### src/rtl/lfpd_pkg.sv
// Shared widths, register indexes, reset values and types for the line-follow PID drive.
package lfpd_pkg;

   localparam int SENSOR_BITS_DEF = 12;

   localparam int GAIN_W     = 12;
   localparam int OFFSET_W   = 12;
   localparam int SPEED_W    = 12;
   localparam int COUNT_W    = 32;
   localparam int DIST_W     = 31;
   localparam int INTEG_W    = 25;
   localparam int FRAC_W     = 8;
   localparam int TURN_SHIFT = 17;
   localparam int SPEED_LIMIT = 1500;

   localparam int CSR_IDX_W  = 3;
   localparam int CSR_DATA_W = 31;

   localparam logic [CSR_IDX_W-1:0] CSR_GAIN_P        = 3'd0;
   localparam logic [CSR_IDX_W-1:0] CSR_GAIN_I        = 3'd1;
   localparam logic [CSR_IDX_W-1:0] CSR_GAIN_D        = 3'd2;
   localparam logic [CSR_IDX_W-1:0] CSR_SENSOR_OFFSET = 3'd3;
   localparam logic [CSR_IDX_W-1:0] CSR_BASE_SPEED    = 3'd4;
   localparam logic [CSR_IDX_W-1:0] CSR_LINE_ON_LEFT  = 3'd5;
   localparam logic [CSR_IDX_W-1:0] CSR_STOP_DISTANCE = 3'd6;

   localparam logic [GAIN_W-1:0]          GAIN_P_RST     = 12'd179;
   localparam logic [GAIN_W-1:0]          GAIN_I_RST     = 12'd26;
   localparam logic [GAIN_W-1:0]          GAIN_D_RST     = 12'd256;
   localparam logic [OFFSET_W-1:0]        OFFSET_RST     = 12'd700;
   localparam logic signed [SPEED_W-1:0]  BASE_SPEED_RST = 12'sd1100;
   localparam logic                       LINE_LEFT_RST  = 1'b1;
   localparam logic [DIST_W-1:0]          STOP_DIST_RST  = 31'd0;

   // Error is wide enough for any sample minus any offset.
   function automatic int err_width(input int sensor_bits);
      return ((sensor_bits > OFFSET_W) ? sensor_bits : OFFSET_W) + 1;
   endfunction

   typedef struct packed {
      logic [GAIN_W-1:0]         gain_p;
      logic [GAIN_W-1:0]         gain_i;
      logic [GAIN_W-1:0]         gain_d;
      logic [OFFSET_W-1:0]       sensor_offset;
      logic signed [SPEED_W-1:0] base_speed;
      logic                      line_on_left;
      logic [DIST_W-1:0]         stop_distance;
   } csr_type;

   typedef struct packed {
      logic ld_b;
      logic ld_c;
      logic ld_d;
   } pipe_ctl_type;

endpackage

### src/rtl/lfpd_loop.sv
// Control state (leaky integral, last error, stop latch) and the error stage register.
module lfpd_loop #(
   parameter int SENSOR_BITS = lfpd_pkg::SENSOR_BITS_DEF
) (
   input  logic                                      clock,
   input  logic                                      reset,
   input  lfpd_pkg::pipe_ctl_type                    ctl,
   input  lfpd_pkg::csr_type                         csr,
   input  logic [SENSOR_BITS-1:0]                    sample,
   input  logic signed [lfpd_pkg::COUNT_W-1:0]       left_count,
   input  logic signed [lfpd_pkg::COUNT_W-1:0]       right_count,
   input  logic                                      start_req,
   output logic signed [lfpd_pkg::err_width(SENSOR_BITS)-1:0] err_out,
   output logic signed [lfpd_pkg::INTEG_W-1:0]       integ_out,
   output logic signed [lfpd_pkg::err_width(SENSOR_BITS):0]   deriv_out,
   output logic                                      stop_out
);
   import lfpd_pkg::*;

   localparam int ERR_W = err_width(SENSOR_BITS);
   localparam int DER_W = ERR_W + 1;
   localparam int SUM_W = (((INTEG_W + 3) > (ERR_W + FRAC_W)) ? (INTEG_W + 3)
                                                              : (ERR_W + FRAC_W)) + 2;
   localparam logic signed [SUM_W-1:0] INTEG_HI = SUM_W'((1 << (INTEG_W - 1)) - 1);
   localparam logic signed [SUM_W-1:0] INTEG_LO = SUM_W'(-(1 << (INTEG_W - 1)));

   logic signed [INTEG_W-1:0] integ_ff, integ_in;
   logic signed [ERR_W-1:0]   prev_ff, prev_in;
   logic                      latch_ff, latch_in;

   logic signed [ERR_W-1:0]   err_ff;
   logic signed [INTEG_W-1:0] integ_st_ff;
   logic signed [DER_W-1:0]   deriv_ff;
   logic                      stop_ff;

   logic signed [INTEG_W-1:0] integ_base;
   logic signed [ERR_W-1:0]   prev_base;
   logic signed [ERR_W-1:0]   err;
   logic signed [SUM_W-1:0]   times7;
   logic signed [SUM_W-1:0]   decayed;
   logic signed [SUM_W-1:0]   integ_sum;
   logic signed [INTEG_W-1:0] integ_new;
   logic signed [DER_W-1:0]   deriv;
   logic signed [COUNT_W:0]   lc_x, rc_x;
   logic [COUNT_W:0]          lc_mag, rc_mag;
   logic                      exceed;
   logic                      latch_eff;

   always_comb begin
      // A start request clears the state before this item is used.
      integ_base = start_req ? '0 : integ_ff;
      prev_base  = start_req ? '0 : prev_ff;

      lc_x   = (COUNT_W + 1)'(left_count);
      rc_x   = (COUNT_W + 1)'(right_count);
      lc_mag = lc_x[COUNT_W] ? $unsigned(-lc_x) : $unsigned(lc_x);
      rc_mag = rc_x[COUNT_W] ? $unsigned(-rc_x) : $unsigned(rc_x);
      exceed = (lc_mag > (COUNT_W + 1)'(csr.stop_distance)) ||
               (rc_mag > (COUNT_W + 1)'(csr.stop_distance));
      latch_eff = (latch_ff & ~start_req) | exceed;

      err = $signed(ERR_W'(sample)) - $signed(ERR_W'(csr.sensor_offset));

      // Decay by 7/8 with truncation toward zero.
      times7  = (SUM_W'(integ_base) <<< 3) - SUM_W'(integ_base);
      decayed = times7[SUM_W-1] ? ((times7 + SUM_W'(7)) >>> 3) : (times7 >>> 3);
      integ_sum = decayed + (SUM_W'(err) <<< FRAC_W);
      if (integ_sum > INTEG_HI) begin
         integ_new = INTEG_HI[INTEG_W-1:0];
      end else if (integ_sum < INTEG_LO) begin
         integ_new = INTEG_LO[INTEG_W-1:0];
      end else begin
         integ_new = integ_sum[INTEG_W-1:0];
      end

      deriv = DER_W'(err) - DER_W'(prev_base);

      integ_in = integ_ff;
      prev_in  = prev_ff;
      latch_in = latch_ff;
      if (ctl.ld_b) begin
         latch_in = latch_eff;
         if (!latch_eff) begin
            integ_in = integ_new;
            prev_in  = err;
         end else begin
            integ_in = integ_base;
            prev_in  = prev_base;
         end
      end
   end

   always_ff @(posedge clock) begin
      if (reset) begin
         integ_ff <= '0;
         prev_ff  <= '0;
         latch_ff <= 1'b0;
      end else begin
         integ_ff <= integ_in;
         prev_ff  <= prev_in;
         latch_ff <= latch_in;
      end
   end

   always_ff @(posedge clock) begin
      if (ctl.ld_b) begin
         err_ff      <= err;
         integ_st_ff <= integ_new;
         deriv_ff    <= deriv;
         stop_ff     <= latch_eff;
      end
   end

   assign err_out   = err_ff;
   assign integ_out = integ_st_ff;
   assign deriv_out = deriv_ff;
   assign stop_out  = stop_ff;

endmodule

### src/rtl/lfpd_turn.sv
// Gain products and the turn term, two registered stages.
module lfpd_turn #(
   parameter int SENSOR_BITS = lfpd_pkg::SENSOR_BITS_DEF
) (
   input  logic                                               clock,
   input  lfpd_pkg::pipe_ctl_type                             ctl,
   input  lfpd_pkg::csr_type                                  csr,
   input  logic signed [lfpd_pkg::err_width(SENSOR_BITS)-1:0] err,
   input  logic signed [lfpd_pkg::INTEG_W-1:0]                integ,
   input  logic signed [lfpd_pkg::err_width(SENSOR_BITS):0]   deriv,
   input  logic                                               stop_in,
   output logic signed [lfpd_pkg::INTEG_W + lfpd_pkg::GAIN_W
                        - lfpd_pkg::TURN_SHIFT + 3:0]         turn_out,
   output logic                                               stop_out
);
   import lfpd_pkg::*;

   localparam int ERR_W  = err_width(SENSOR_BITS);
   localparam int DER_W  = ERR_W + 1;
   localparam int PP_W   = GAIN_W + 1 + ERR_W;
   localparam int PI_W   = GAIN_W + 1 + INTEG_W;
   localparam int PD_W   = GAIN_W + 1 + DER_W;
   localparam int ACC_W  = INTEG_W + GAIN_W + 5;
   localparam int TURN_W = INTEG_W + GAIN_W - TURN_SHIFT + 4;
   localparam logic signed [ACC_W-1:0] ROUND_NEG = ACC_W'((1 << TURN_SHIFT) - 1);

   logic signed [PP_W-1:0]   prod_p_ff;
   logic signed [PI_W-1:0]   prod_i_ff;
   logic signed [PD_W-1:0]   prod_d_ff;
   logic                     stop_c_ff;
   logic signed [TURN_W-1:0] turn_ff;
   logic                     stop_d_ff;

   logic signed [ACC_W-1:0]  acc;
   logic signed [ACC_W-1:0]  acc_adj;
   logic signed [ACC_W-1:0]  acc_sh;

   always_ff @(posedge clock) begin
      if (ctl.ld_c) begin
         prod_p_ff <= $signed({1'b0, csr.gain_p}) * err;
         prod_i_ff <= $signed({1'b0, csr.gain_i}) * integ;
         prod_d_ff <= $signed({1'b0, csr.gain_d}) * deriv;
         stop_c_ff <= stop_in;
      end
   end

   always_comb begin
      // Q.16 sum, then one truncation toward zero by 2^17 covers both halvings.
      acc = (ACC_W'(prod_p_ff) <<< FRAC_W) + ACC_W'(prod_i_ff)
          + (ACC_W'(prod_d_ff) <<< FRAC_W);
      acc_adj = acc[ACC_W-1] ? (acc + ROUND_NEG) : acc;
      acc_sh  = acc_adj >>> TURN_SHIFT;
   end

   always_ff @(posedge clock) begin
      if (ctl.ld_d) begin
         turn_ff   <= acc_sh[TURN_W-1:0];
         stop_d_ff <= stop_c_ff;
      end
   end

   assign turn_out = turn_ff;
   assign stop_out = stop_d_ff;

endmodule

### src/rtl/line_follow_pid_drive.sv
// Top level of the line-follow PID drive: registers, pipeline control and wheel mixing.
// An accepted item passes from the input register through the error/integral, gain
// product, turn and result registers in that order before it shows on rsp_valid.
// Throughput is one item per cycle; stall on the result side backs up stage by stage.
// Five register stages: input, error/integral, gain products, turn, result.
// Synchronous active-high reset clears stage valids, the control state and the configuration registers.
module line_follow_pid_drive #(
   parameter int SENSOR_BITS = lfpd_pkg::SENSOR_BITS_DEF
) (
   input  logic                                     clock,
   input  logic                                     reset,
   input  logic                                     csr_wr_en,
   input  logic [lfpd_pkg::CSR_IDX_W-1:0]           csr_index,
   input  logic [lfpd_pkg::CSR_DATA_W-1:0]          csr_wr_data,
   input  logic                                     req_valid,
   output logic                                     req_stall,
   input  logic [SENSOR_BITS-1:0]                   req_sample,
   input  logic signed [lfpd_pkg::COUNT_W-1:0]      req_left_count,
   input  logic signed [lfpd_pkg::COUNT_W-1:0]      req_right_count,
   input  logic                                     req_start_req,
   output logic                                     rsp_valid,
   input  logic                                     rsp_stall,
   output logic signed [lfpd_pkg::SPEED_W-1:0]      rsp_right_speed,
   output logic signed [lfpd_pkg::SPEED_W-1:0]      rsp_left_speed,
   output logic                                     rsp_stopped
);
   import lfpd_pkg::*;

   localparam int ERR_W  = err_width(SENSOR_BITS);
   localparam int TURN_W = INTEG_W + GAIN_W - TURN_SHIFT + 4;
   localparam int MIX_W  = TURN_W + 2;
   localparam logic signed [MIX_W-1:0] SPD_HI = MIX_W'(SPEED_LIMIT);
   localparam logic signed [MIX_W-1:0] SPD_LO = MIX_W'(-SPEED_LIMIT);

   // Configuration registers.
   csr_type csr_ff, csr_in;

   always_comb begin
      csr_in = csr_ff;
      if (csr_wr_en) begin
         unique case (csr_index)
            CSR_GAIN_P:        csr_in.gain_p        = csr_wr_data[GAIN_W-1:0];
            CSR_GAIN_I:        csr_in.gain_i        = csr_wr_data[GAIN_W-1:0];
            CSR_GAIN_D:        csr_in.gain_d        = csr_wr_data[GAIN_W-1:0];
            CSR_SENSOR_OFFSET: csr_in.sensor_offset = csr_wr_data[OFFSET_W-1:0];
            CSR_BASE_SPEED:    csr_in.base_speed    = $signed(csr_wr_data[SPEED_W-1:0]);
            CSR_LINE_ON_LEFT:  csr_in.line_on_left  = csr_wr_data[0];
            CSR_STOP_DISTANCE: csr_in.stop_distance = csr_wr_data[DIST_W-1:0];
            default: begin
               // Writes beyond the register list are dropped.
               csr_in = csr_ff;
            end
         endcase
      end
   end

   always_ff @(posedge clock) begin
      if (reset) begin
         csr_ff.gain_p        <= GAIN_P_RST;
         csr_ff.gain_i        <= GAIN_I_RST;
         csr_ff.gain_d        <= GAIN_D_RST;
         csr_ff.sensor_offset <= OFFSET_RST;
         csr_ff.base_speed    <= BASE_SPEED_RST;
         csr_ff.line_on_left  <= LINE_LEFT_RST;
         csr_ff.stop_distance <= STOP_DIST_RST;
      end else begin
         csr_ff <= csr_in;
      end
   end

   // Pipeline control. Each stage loads when it holds nothing or its item moves on,
   // so a stall on the result side only blocks the input once every stage is full.
   logic a_v_ff, b_v_ff, c_v_ff, d_v_ff, o_v_ff;
   logic a_v_in, b_v_in, c_v_in, d_v_in, o_v_in;
   logic o_rdy, d_rdy, c_rdy, b_rdy, a_rdy;
   logic accept, ld_out;
   pipe_ctl_type ctl;

   always_comb begin
      o_rdy    = !o_v_ff || !rsp_stall;
      ld_out   = d_v_ff && o_rdy;
      d_rdy    = !d_v_ff || o_rdy;
      ctl.ld_d = c_v_ff && d_rdy;
      c_rdy    = !c_v_ff || d_rdy;
      ctl.ld_c = b_v_ff && c_rdy;
      b_rdy    = !b_v_ff || c_rdy;
      ctl.ld_b = a_v_ff && b_rdy;
      a_rdy    = !a_v_ff || b_rdy;
      accept   = req_valid && a_rdy;

      a_v_in = accept   ? 1'b1 : (ctl.ld_b ? 1'b0 : a_v_ff);
      b_v_in = ctl.ld_b ? 1'b1 : (ctl.ld_c ? 1'b0 : b_v_ff);
      c_v_in = ctl.ld_c ? 1'b1 : (ctl.ld_d ? 1'b0 : c_v_ff);
      d_v_in = ctl.ld_d ? 1'b1 : (ld_out   ? 1'b0 : d_v_ff);
      o_v_in = ld_out   ? 1'b1 : ((o_v_ff && !rsp_stall) ? 1'b0 : o_v_ff);
   end

   always_ff @(posedge clock) begin
      if (reset) begin
         a_v_ff <= 1'b0;
         b_v_ff <= 1'b0;
         c_v_ff <= 1'b0;
         d_v_ff <= 1'b0;
         o_v_ff <= 1'b0;
      end else begin
         a_v_ff <= a_v_in;
         b_v_ff <= b_v_in;
         c_v_ff <= c_v_in;
         d_v_ff <= d_v_in;
         o_v_ff <= o_v_in;
      end
   end

   assign req_stall = !a_rdy;

   // Input register.
   logic [SENSOR_BITS-1:0]      sample_ff;
   logic signed [COUNT_W-1:0]   left_count_ff;
   logic signed [COUNT_W-1:0]   right_count_ff;
   logic                        start_ff;

   always_ff @(posedge clock) begin
      if (accept) begin
         sample_ff      <= req_sample;
         left_count_ff  <= req_left_count;
         right_count_ff <= req_right_count;
         start_ff       <= req_start_req;
      end
   end

   // Error, leaky integral, derivative and the stop latch. The control state moves
   // forward as each item leaves the input register, so successive items chain
   // through it in the order they arrive.
   logic signed [ERR_W-1:0]   err_b;
   logic signed [INTEG_W-1:0] integ_b;
   logic signed [ERR_W:0]     deriv_b;
   logic                      stop_b;

   lfpd_loop #(
      .SENSOR_BITS(SENSOR_BITS)
   ) u_loop (
      .clock       (clock),
      .reset       (reset),
      .ctl         (ctl),
      .csr         (csr_ff),
      .sample      (sample_ff),
      .left_count  (left_count_ff),
      .right_count (right_count_ff),
      .start_req   (start_ff),
      .err_out     (err_b),
      .integ_out   (integ_b),
      .deriv_out   (deriv_b),
      .stop_out    (stop_b)
   );

   // Three gain products, then their sum reduced to the turn term.
   logic signed [TURN_W-1:0] turn_d;
   logic                     stop_d;

   lfpd_turn #(
      .SENSOR_BITS(SENSOR_BITS)
   ) u_turn (
      .clock    (clock),
      .ctl      (ctl),
      .csr      (csr_ff),
      .err      (err_b),
      .integ    (integ_b),
      .deriv    (deriv_b),
      .stop_in  (stop_b),
      .turn_out (turn_d),
      .stop_out (stop_d)
   );

   // Wheel mixing: the turn goes to the right wheel with a plus sign when the
   // line is on the left. Both speeds saturate; a stopped run brakes both wheels.
   logic signed [MIX_W-1:0]   turn_signed;
   logic signed [MIX_W-1:0]   right_sum, left_sum;
   logic signed [SPEED_W-1:0] right_sat, left_sat;
   logic signed [SPEED_W-1:0] right_ff, left_ff;
   logic                      stopped_ff;

   always_comb begin
      turn_signed = csr_ff.line_on_left ? MIX_W'(turn_d) : -MIX_W'(turn_d);
      right_sum   = MIX_W'(csr_ff.base_speed) + turn_signed;
      left_sum    = MIX_W'(csr_ff.base_speed) - turn_signed;

      if (right_sum > SPD_HI) begin
         right_sat = SPD_HI[SPEED_W-1:0];
      end else if (right_sum < SPD_LO) begin
         right_sat = SPD_LO[SPEED_W-1:0];
      end else begin
         right_sat = right_sum[SPEED_W-1:0];
      end

      if (left_sum > SPD_HI) begin
         left_sat = SPD_HI[SPEED_W-1:0];
      end else if (left_sum < SPD_LO) begin
         left_sat = SPD_LO[SPEED_W-1:0];
      end else begin
         left_sat = left_sum[SPEED_W-1:0];
      end

      if (stop_d) begin
         right_sat = '0;
         left_sat  = '0;
      end
   end

   // Result register.
   always_ff @(posedge clock) begin
      if (ld_out) begin
         right_ff   <= right_sat;
         left_ff    <= left_sat;
         stopped_ff <= stop_d;
      end
   end

   assign rsp_valid       = o_v_ff;
   assign rsp_right_speed = right_ff;
   assign rsp_left_speed  = left_ff;
   assign rsp_stopped     = stopped_ff;

endmodule

### config.mk
export PLATFORM = sky130hd
export DESIGN_NAME = line_follow_pid_drive
export DESIGN_NICKNAME = d
export VERILOG_FILES = /design/src/rtl/lfpd_pkg.sv /design/src/rtl/lfpd_loop.sv /design/src/rtl/lfpd_turn.sv /design/src/rtl/line_follow_pid_drive.sv
export SDC_FILE = /design/constraint.sdc
export NUM_CORES = 2
export LEC_CHECK = 0
export BUFFER_PORTS_ARGS = -buffer_cell sky130_fd_sc_hd__buf_4
export CAP_MARGIN = 0
export CORE_AREA = 4 4 336 272
export DETAILED_ROUTE_END_ITERATION = 10
export DIE_AREA = 0 0 340 276
export PLACE_DENSITY = 0.7
export SLEW_MARGIN = 5
export SYNTH_ARGS = -nofsm -noshare
export SYNTH_HDL_FRONTEND = slang
export SYNTH_SLANG_ARGS = --single-unit
### constraint.sdc
create_clock -name clock -period 29.8 [get_ports clock]
set_clock_uncertainty 0.15 [all_clocks]
set_input_delay 5.96 -clock clock [delete_from_list [all_inputs] [get_ports clock]]
set_output_delay 5.96 -clock clock [all_outputs]
set_load 0.02 [all_outputs]
# Word level (Yosys, flattened, before mapping)
# Cells that the tools add are included.
# word_totals
in_bits,116
regBits,408
# classes
order_cmp,8
n_bitwise,3
multipliers,3
addsub,13
reduce_logical,36
eq_ne,6
mux,25
# ops
operator,count
$mux 25,4
$gt 33x31->1,2
$mux 33,2
$neg 32->33,2
$gt 26x12->1 const B,2
$lt 26x12->1 const B,2
$add 41x18->41 const B,1
$mux 41,1
$add 39x35->40,1
$add 34x38->39,1
$mul 13x25->38,1
$add 30x21->30,1
$add 30x4->30 const B,1
$gt 30x25->1 const B,1
$lt 30x25->1 const B,1
$mux 30,1
$sub 28x25->29,1
$mul 13x14->27,1
$add 12x26->26,1
$mul 13x13->26,1
$mux 13,2
$mux 26,1
$neg 24->26,1
$sub 12x26->26,1
other kinds (19),61

# Longest topological paths before layout
# logic_depth
depth_word,9
ltp_mapped,33
mapped_depth_nobuf,29

# Modules after synthesis
# From an unflattened synthesis, not the netlist that was laid out.
# unflattened
hier_cells,5621
hier_area_um2,50533.5
# by_module_without_submodules
module,cells_each,area_per_inst_um2,n_inst
lfpd_turn,3050,28770.1,1
line_follow_pid_drive,1271,11294.6,1
lfpd_loop,1300,10468.8,1

# Worst setup path after synthesis
# No wires, ideal clock.
# synth_timing
kind,input -> register
from,in rsp_stall
to,reg u_turn.prod_d_ff[0] (enable)
setup_ps,683
slack_ps,16007
required_ps,28967
arrival_time_ps,12960
cell_stages,3
path_buffers,1
cell_sequence,and3_1 -> clkbuf_1 -> a21boi_0
# synth_via
elab_chain_len,5
# synth_lines
item,line,text
from (decl),line_follow_pid_drive.sv:22,"input logic rsp_stall,"
$logic_not 1->1,line_follow_pid_drive.sv:80,o_rdy = !o_v_ff || !rsp_stall;
$logic_or 1x1->1,line_follow_pid_drive.sv:80,
$logic_or 1x1->1,line_follow_pid_drive.sv:82,d_rdy = !d_v_ff || o_rdy;
$logic_or 1x1->1,line_follow_pid_drive.sv:84,c_rdy = !c_v_ff || d_rdy;
$logic_and 1x1->1,line_follow_pid_drive.sv:85,ctl.ld_c = b_v_ff && c_rdy;
to (signal assigned),lfpd_turn.sv:42,"prod_d_ff <= $signed({1'b0, csr.gain_d}) * deriv;"
to (decl),lfpd_turn.sv:29,logic signed [PD_W-1:0] prod_d_ff;
# No other way between the ends.
# A chain may end at the register's enable or synchronous reset.

# Final worst setup path
# layout_timing
from,in rsp_stall
to,out req_stall
# layout_via
elab_chain_len,7
# layout_lines
item,line,text
$logic_not 1->1,line_follow_pid_drive.sv:80,
$logic_or 1x1->1,line_follow_pid_drive.sv:80,
$logic_or 1x1->1,line_follow_pid_drive.sv:82,
$logic_or 1x1->1,line_follow_pid_drive.sv:84,
$logic_or 1x1->1,line_follow_pid_drive.sv:86,b_rdy = !b_v_ff || c_rdy;
$logic_or 1x1->1,line_follow_pid_drive.sv:88,a_rdy = !a_v_ff || b_rdy;
$logic_not 1->1,line_follow_pid_drive.sv:114,assign req_stall = !a_rdy;
to (decl),line_follow_pid_drive.sv:16,"output logic req_stall,"
# No other way between the ends.

==> key figures <==
Place
  – Placed inst area: 50100 um^2
  – Hpwl dp: 98.1 mm
  – Placer Congestion: 0.931
  – Placed instance count: 6390
  – Port Buffers: 142

Clock network
  – Clock root buffer: clkbuf_16
  – H-tree depth: 2
  – Total CTS buffers: 45
  – CTS Buffer Depth: 3
  – Sink Count: 408
  – Cells resized by post-CTS repair: 0
  – # Post-CTS Setup Buffers: 0
  – Worst-path clk slew: 60 ps
  – Post-cts hold buffer count: 0
  – CTS tree: done
  – Insertion delay to the later sink of the worst-skew pair: 630 ps

Global route
  – Tot GR Track Use: 26.2%
  – Vias in the first global route: 35819
  – Grt total ovfl: 0
  – Largest net degree at the start of global routing: 76
  – Initial antenna violation count: 2
  – Global-route wire length before repair: 198 mm

Min path
  – Hold_sp: csr_ff[2]
  – HP Class: flip-flop to flip-flop

Floorplan
  – Initial Util: 54.4%
  – DIE WIDTH: 340 um
  – I/O pin count: 143
  – Die Ht: 276 um
  – Die area: 93800 um^2
  – Row cnt: 98
  – Core ar.: 88400 um^2

Critical path
  – Slowest CP cell: and3_1
  – WP buf/inv: 3
  – CP most frequent cell: buf_4
  – Maximum fanout along the worst path: 7
  – FF-to-FF Start: start_ff
  – WP data arrival: 7480 ps
  – Cell family with most CP delay: simple AND/OR/NAND/NOR gates
  – Slowest cell delay on critical path: 510 ps
  – Crit. Startpoint: rsp_stall
  – Worst Path Required: 23690 ps
  – CP startpoint kind: primary input
  – Nature of the critical path endpoint: output pin
  – Kind of critical path: primary input to output pin
  – CP cell instances: buf_4, and3_1, nand4_1, inv_1, buf_4

STA
  – Measured slew at the worst slew-check pin: 1240 ps
  – Fin crit share: 45.6%
  – Setup TNS: 0 ps
  – Max Transition Viols Final: 0
  – Slew headroom: 16.5%
  – Fin crit period: 13590 ps
  – Final Hold Fails: 0
  – RSZ-0062 raised after global routing: false
  – # setup viols final: 0
  – Max Clk Rate: 73.6 MHz

Synthesis
  – Top_reg_cell synth: edfxtp_1
  – Post-synthesis mux area share: 0.299%
  – YS warnings: 0
  – Post-synthesis sequential area ratio: 22.6%
  – XOR/XNOR Fraction of Synth Area: 5.93%
  – Compound-gate portion of the synthesized area: 11.2%
  – Mean Syn Cell Area: 9.20 um^2
  – Post-Synth Adder-Cell Area: 35.4%
  – Synth unique cells: 88
  – Largest family of logic cells by synthesized area: adder cells
  – Register bit total from synthesis: 408
  – Synth Cell Area: 48100 um^2
  – Synth Area in Simple Gates: 16.7%
  – Mapped Cells: 5229
  – Ys async rst share: 0%
  – Syn_nets: 6363
  – Number of enable flip-flop cells after synthesis: 272

Layout
  – Final net count: 6371
  – Fillers: 7743
  – Layout cells sized above 1: 5.54%
  – Area growth from synthesis to layout: 7.34%
  – Non-filler cells in the finished layout: 6473
  – # diodes: 0
  – Final Cell Area: 51700 um^2

Drt
  – TritonRoute pass-1 iters: 5
  – Vias per inst: 5.59
  – ANT nets after route: 0
  – DRT iter0 DRCs: 2655
  – Vias: 36197
  – DR WL/cell: 18.9 um
  – Post-Route WL: 122 mm
  – Drc violations: 0

Job
  – Maxcap violations: 0

Status
  – Outcome: complete, no violations
==> metal layers <==
metal	part of all wire, %	GRT usage [%]	routed length (um)
met1	46	39.0	56700
met2	43	39.6	53200
met3	8.3	5.50	10100
met4	1.9	5.25	2340
met5	0	0	0
==> flip-flops by register name, indices dropped and copies added, names as in the netlist, 13 cells and up <==
signal and count:
u_loop.integ_ff 25, left_count_ff 32, u_loop.prev_ff 13, right_count_ff 32, u_turn.prod_i_ff 38, u_turn.prod_d_ff 27, u_turn.prod_p_ff 26, u_loop.err_out 13
u_loop.deriv_out 14, csr_ff 92, u_loop.integ_out 25, u_turn.turn_out 24
==> cells in the final DEF, fill, tap and decap left out, types with 8 or more instances in the layout <==
master / netlist / routed
inv_1: 777 / 777
nand2_1: 660 / 660
fa_1: 572 / 572
ha_1: 446 / 446
and2_1: 310 / 310
a21oi_1: 287 / 287
edfxtp_1: 272 / 272
xnor2_1: 232 / 232
nor2_1: 207 / 205
buf_4: 0 / 172
o21ai_0: 150 / 150
dfxtp_1: 136 / 136
xor2_1: 94 / 94
a21o_1: 81 / 81
nor3_1: 74 / 74
nor2b_1: 59 / 58
nand2b_1: 58 / 58
nand3_1: 54 / 54
clkbuf_16: 0 / 45
o31ai_1: 37 / 36
o21a_1: 35 / 35
nand4_1: 33 / 33
nand3b_1: 30 / 30
or3_1: 29 / 29
a211oi_1: 28 / 28
o21bai_1: 27 / 27
a31oi_1: 28 / 26
and3_1: 23 / 23
a22o_1: 23 / 23
a22oi_1: 22 / 22
nor4_1: 21 / 21
or4_1: 16 / 16
o211ai_1: 16 / 16
a21boi_0: 17 / 15
a211o_1: 12 / 12
mux2i_1: 11 / 11
or2_2: 10 / 10
nor3b_1: 9 / 9
o41ai_1: 8 / 8
==> cell usage after synthesis (28+ instances only) <==
cell / number / share of area (%)
or3_1: 29 / 0.38
nand2b_1: 58 / 0.75
nor2_1: 207 / 1.6
inv_1: 777 / 6.1
nor3_1: 74 / 0.77
nand3b_1: 30 / 0.47
nand2_1: 660 / 5.1
nand3_1: 54 / 0.56
dfxtp_1: 136 / 5.7
ha_1: 446 / 12
xor2_1: 94 / 1.7
edfxtp_1: 272 / 17
a31oi_1: 28 / 0.36
and2_1: 310 / 4.0
o31ai_1: 37 / 0.58
nand4_1: 33 / 0.43
nor2b_1: 59 / 0.77
a211oi_1: 28 / 0.44
a21o_1: 81 / 1.3
a21oi_1: 287 / 3.0
fa_1: 572 / 24
clkbuf_1: 190 / 1.5
o21a_1: 35 / 0.55
o21ai_0: 150 / 1.6
xnor2_1: 232 / 4.2
==> cell type report <==
cell class | instances | area (um^2) | share of cell area (%)
clock inverters | 27 | 318 | 0.615
flip-flops and latches | 408 | 10900 | 21.1
repair buffers | 172 | 1290 | 2.50
multi-input cells | 3833 | 33500 | 64.9
clock buffers | 56 | 1200 | 2.32
inverters | 777 | 2920 | 5.65
well taps | 1200 | 1500 | 2.91
==> worst min-delay path: stages, from the launching register on <==
cell and delay [ps]:
dfxtp_1 310, nand2_1 50, a21oi_1 50
==> metrics by stage <==
stage,hold slack (ps),worst slack (ps),utilization [%]
2_1_floorplan,250,16010,-
3_3_place_gp,292,16280,56.7
3_5_place_dp,297,16290,56.7
4_1_cts,306,16280,58.4
5_1_grt,321,16180,58.4
6_report,306,16210,58.4
==> path summary, 6_finish.rpt <==
| kind | to | slack, ps | cells past startpoint |
|---|---|---|---|
| worst max-delay path | req_stall | 16210 | 5 |
| worst min-delay path | csr_ff[2] | 310 | 2 |
| worst min register to register | csr_ff[2] | 310 | 2 |
| worst max register to register | u_loop.integ_ff[8] | 21890 | 29 |
==> cell families after synthesis <==
kind of cell | count (synthesis)
AOI/OAI and AO/OA | 847
buffers and inverters | 988
muxes | 14
DFF | 408
and+or+nand+nor | 1628
adders and majority gates | 1018
xor gates and xnor gates | 326
Power is not shown: default switching activity piles up to over one toggle a cycle in this logic, so the estimate is an artifact.
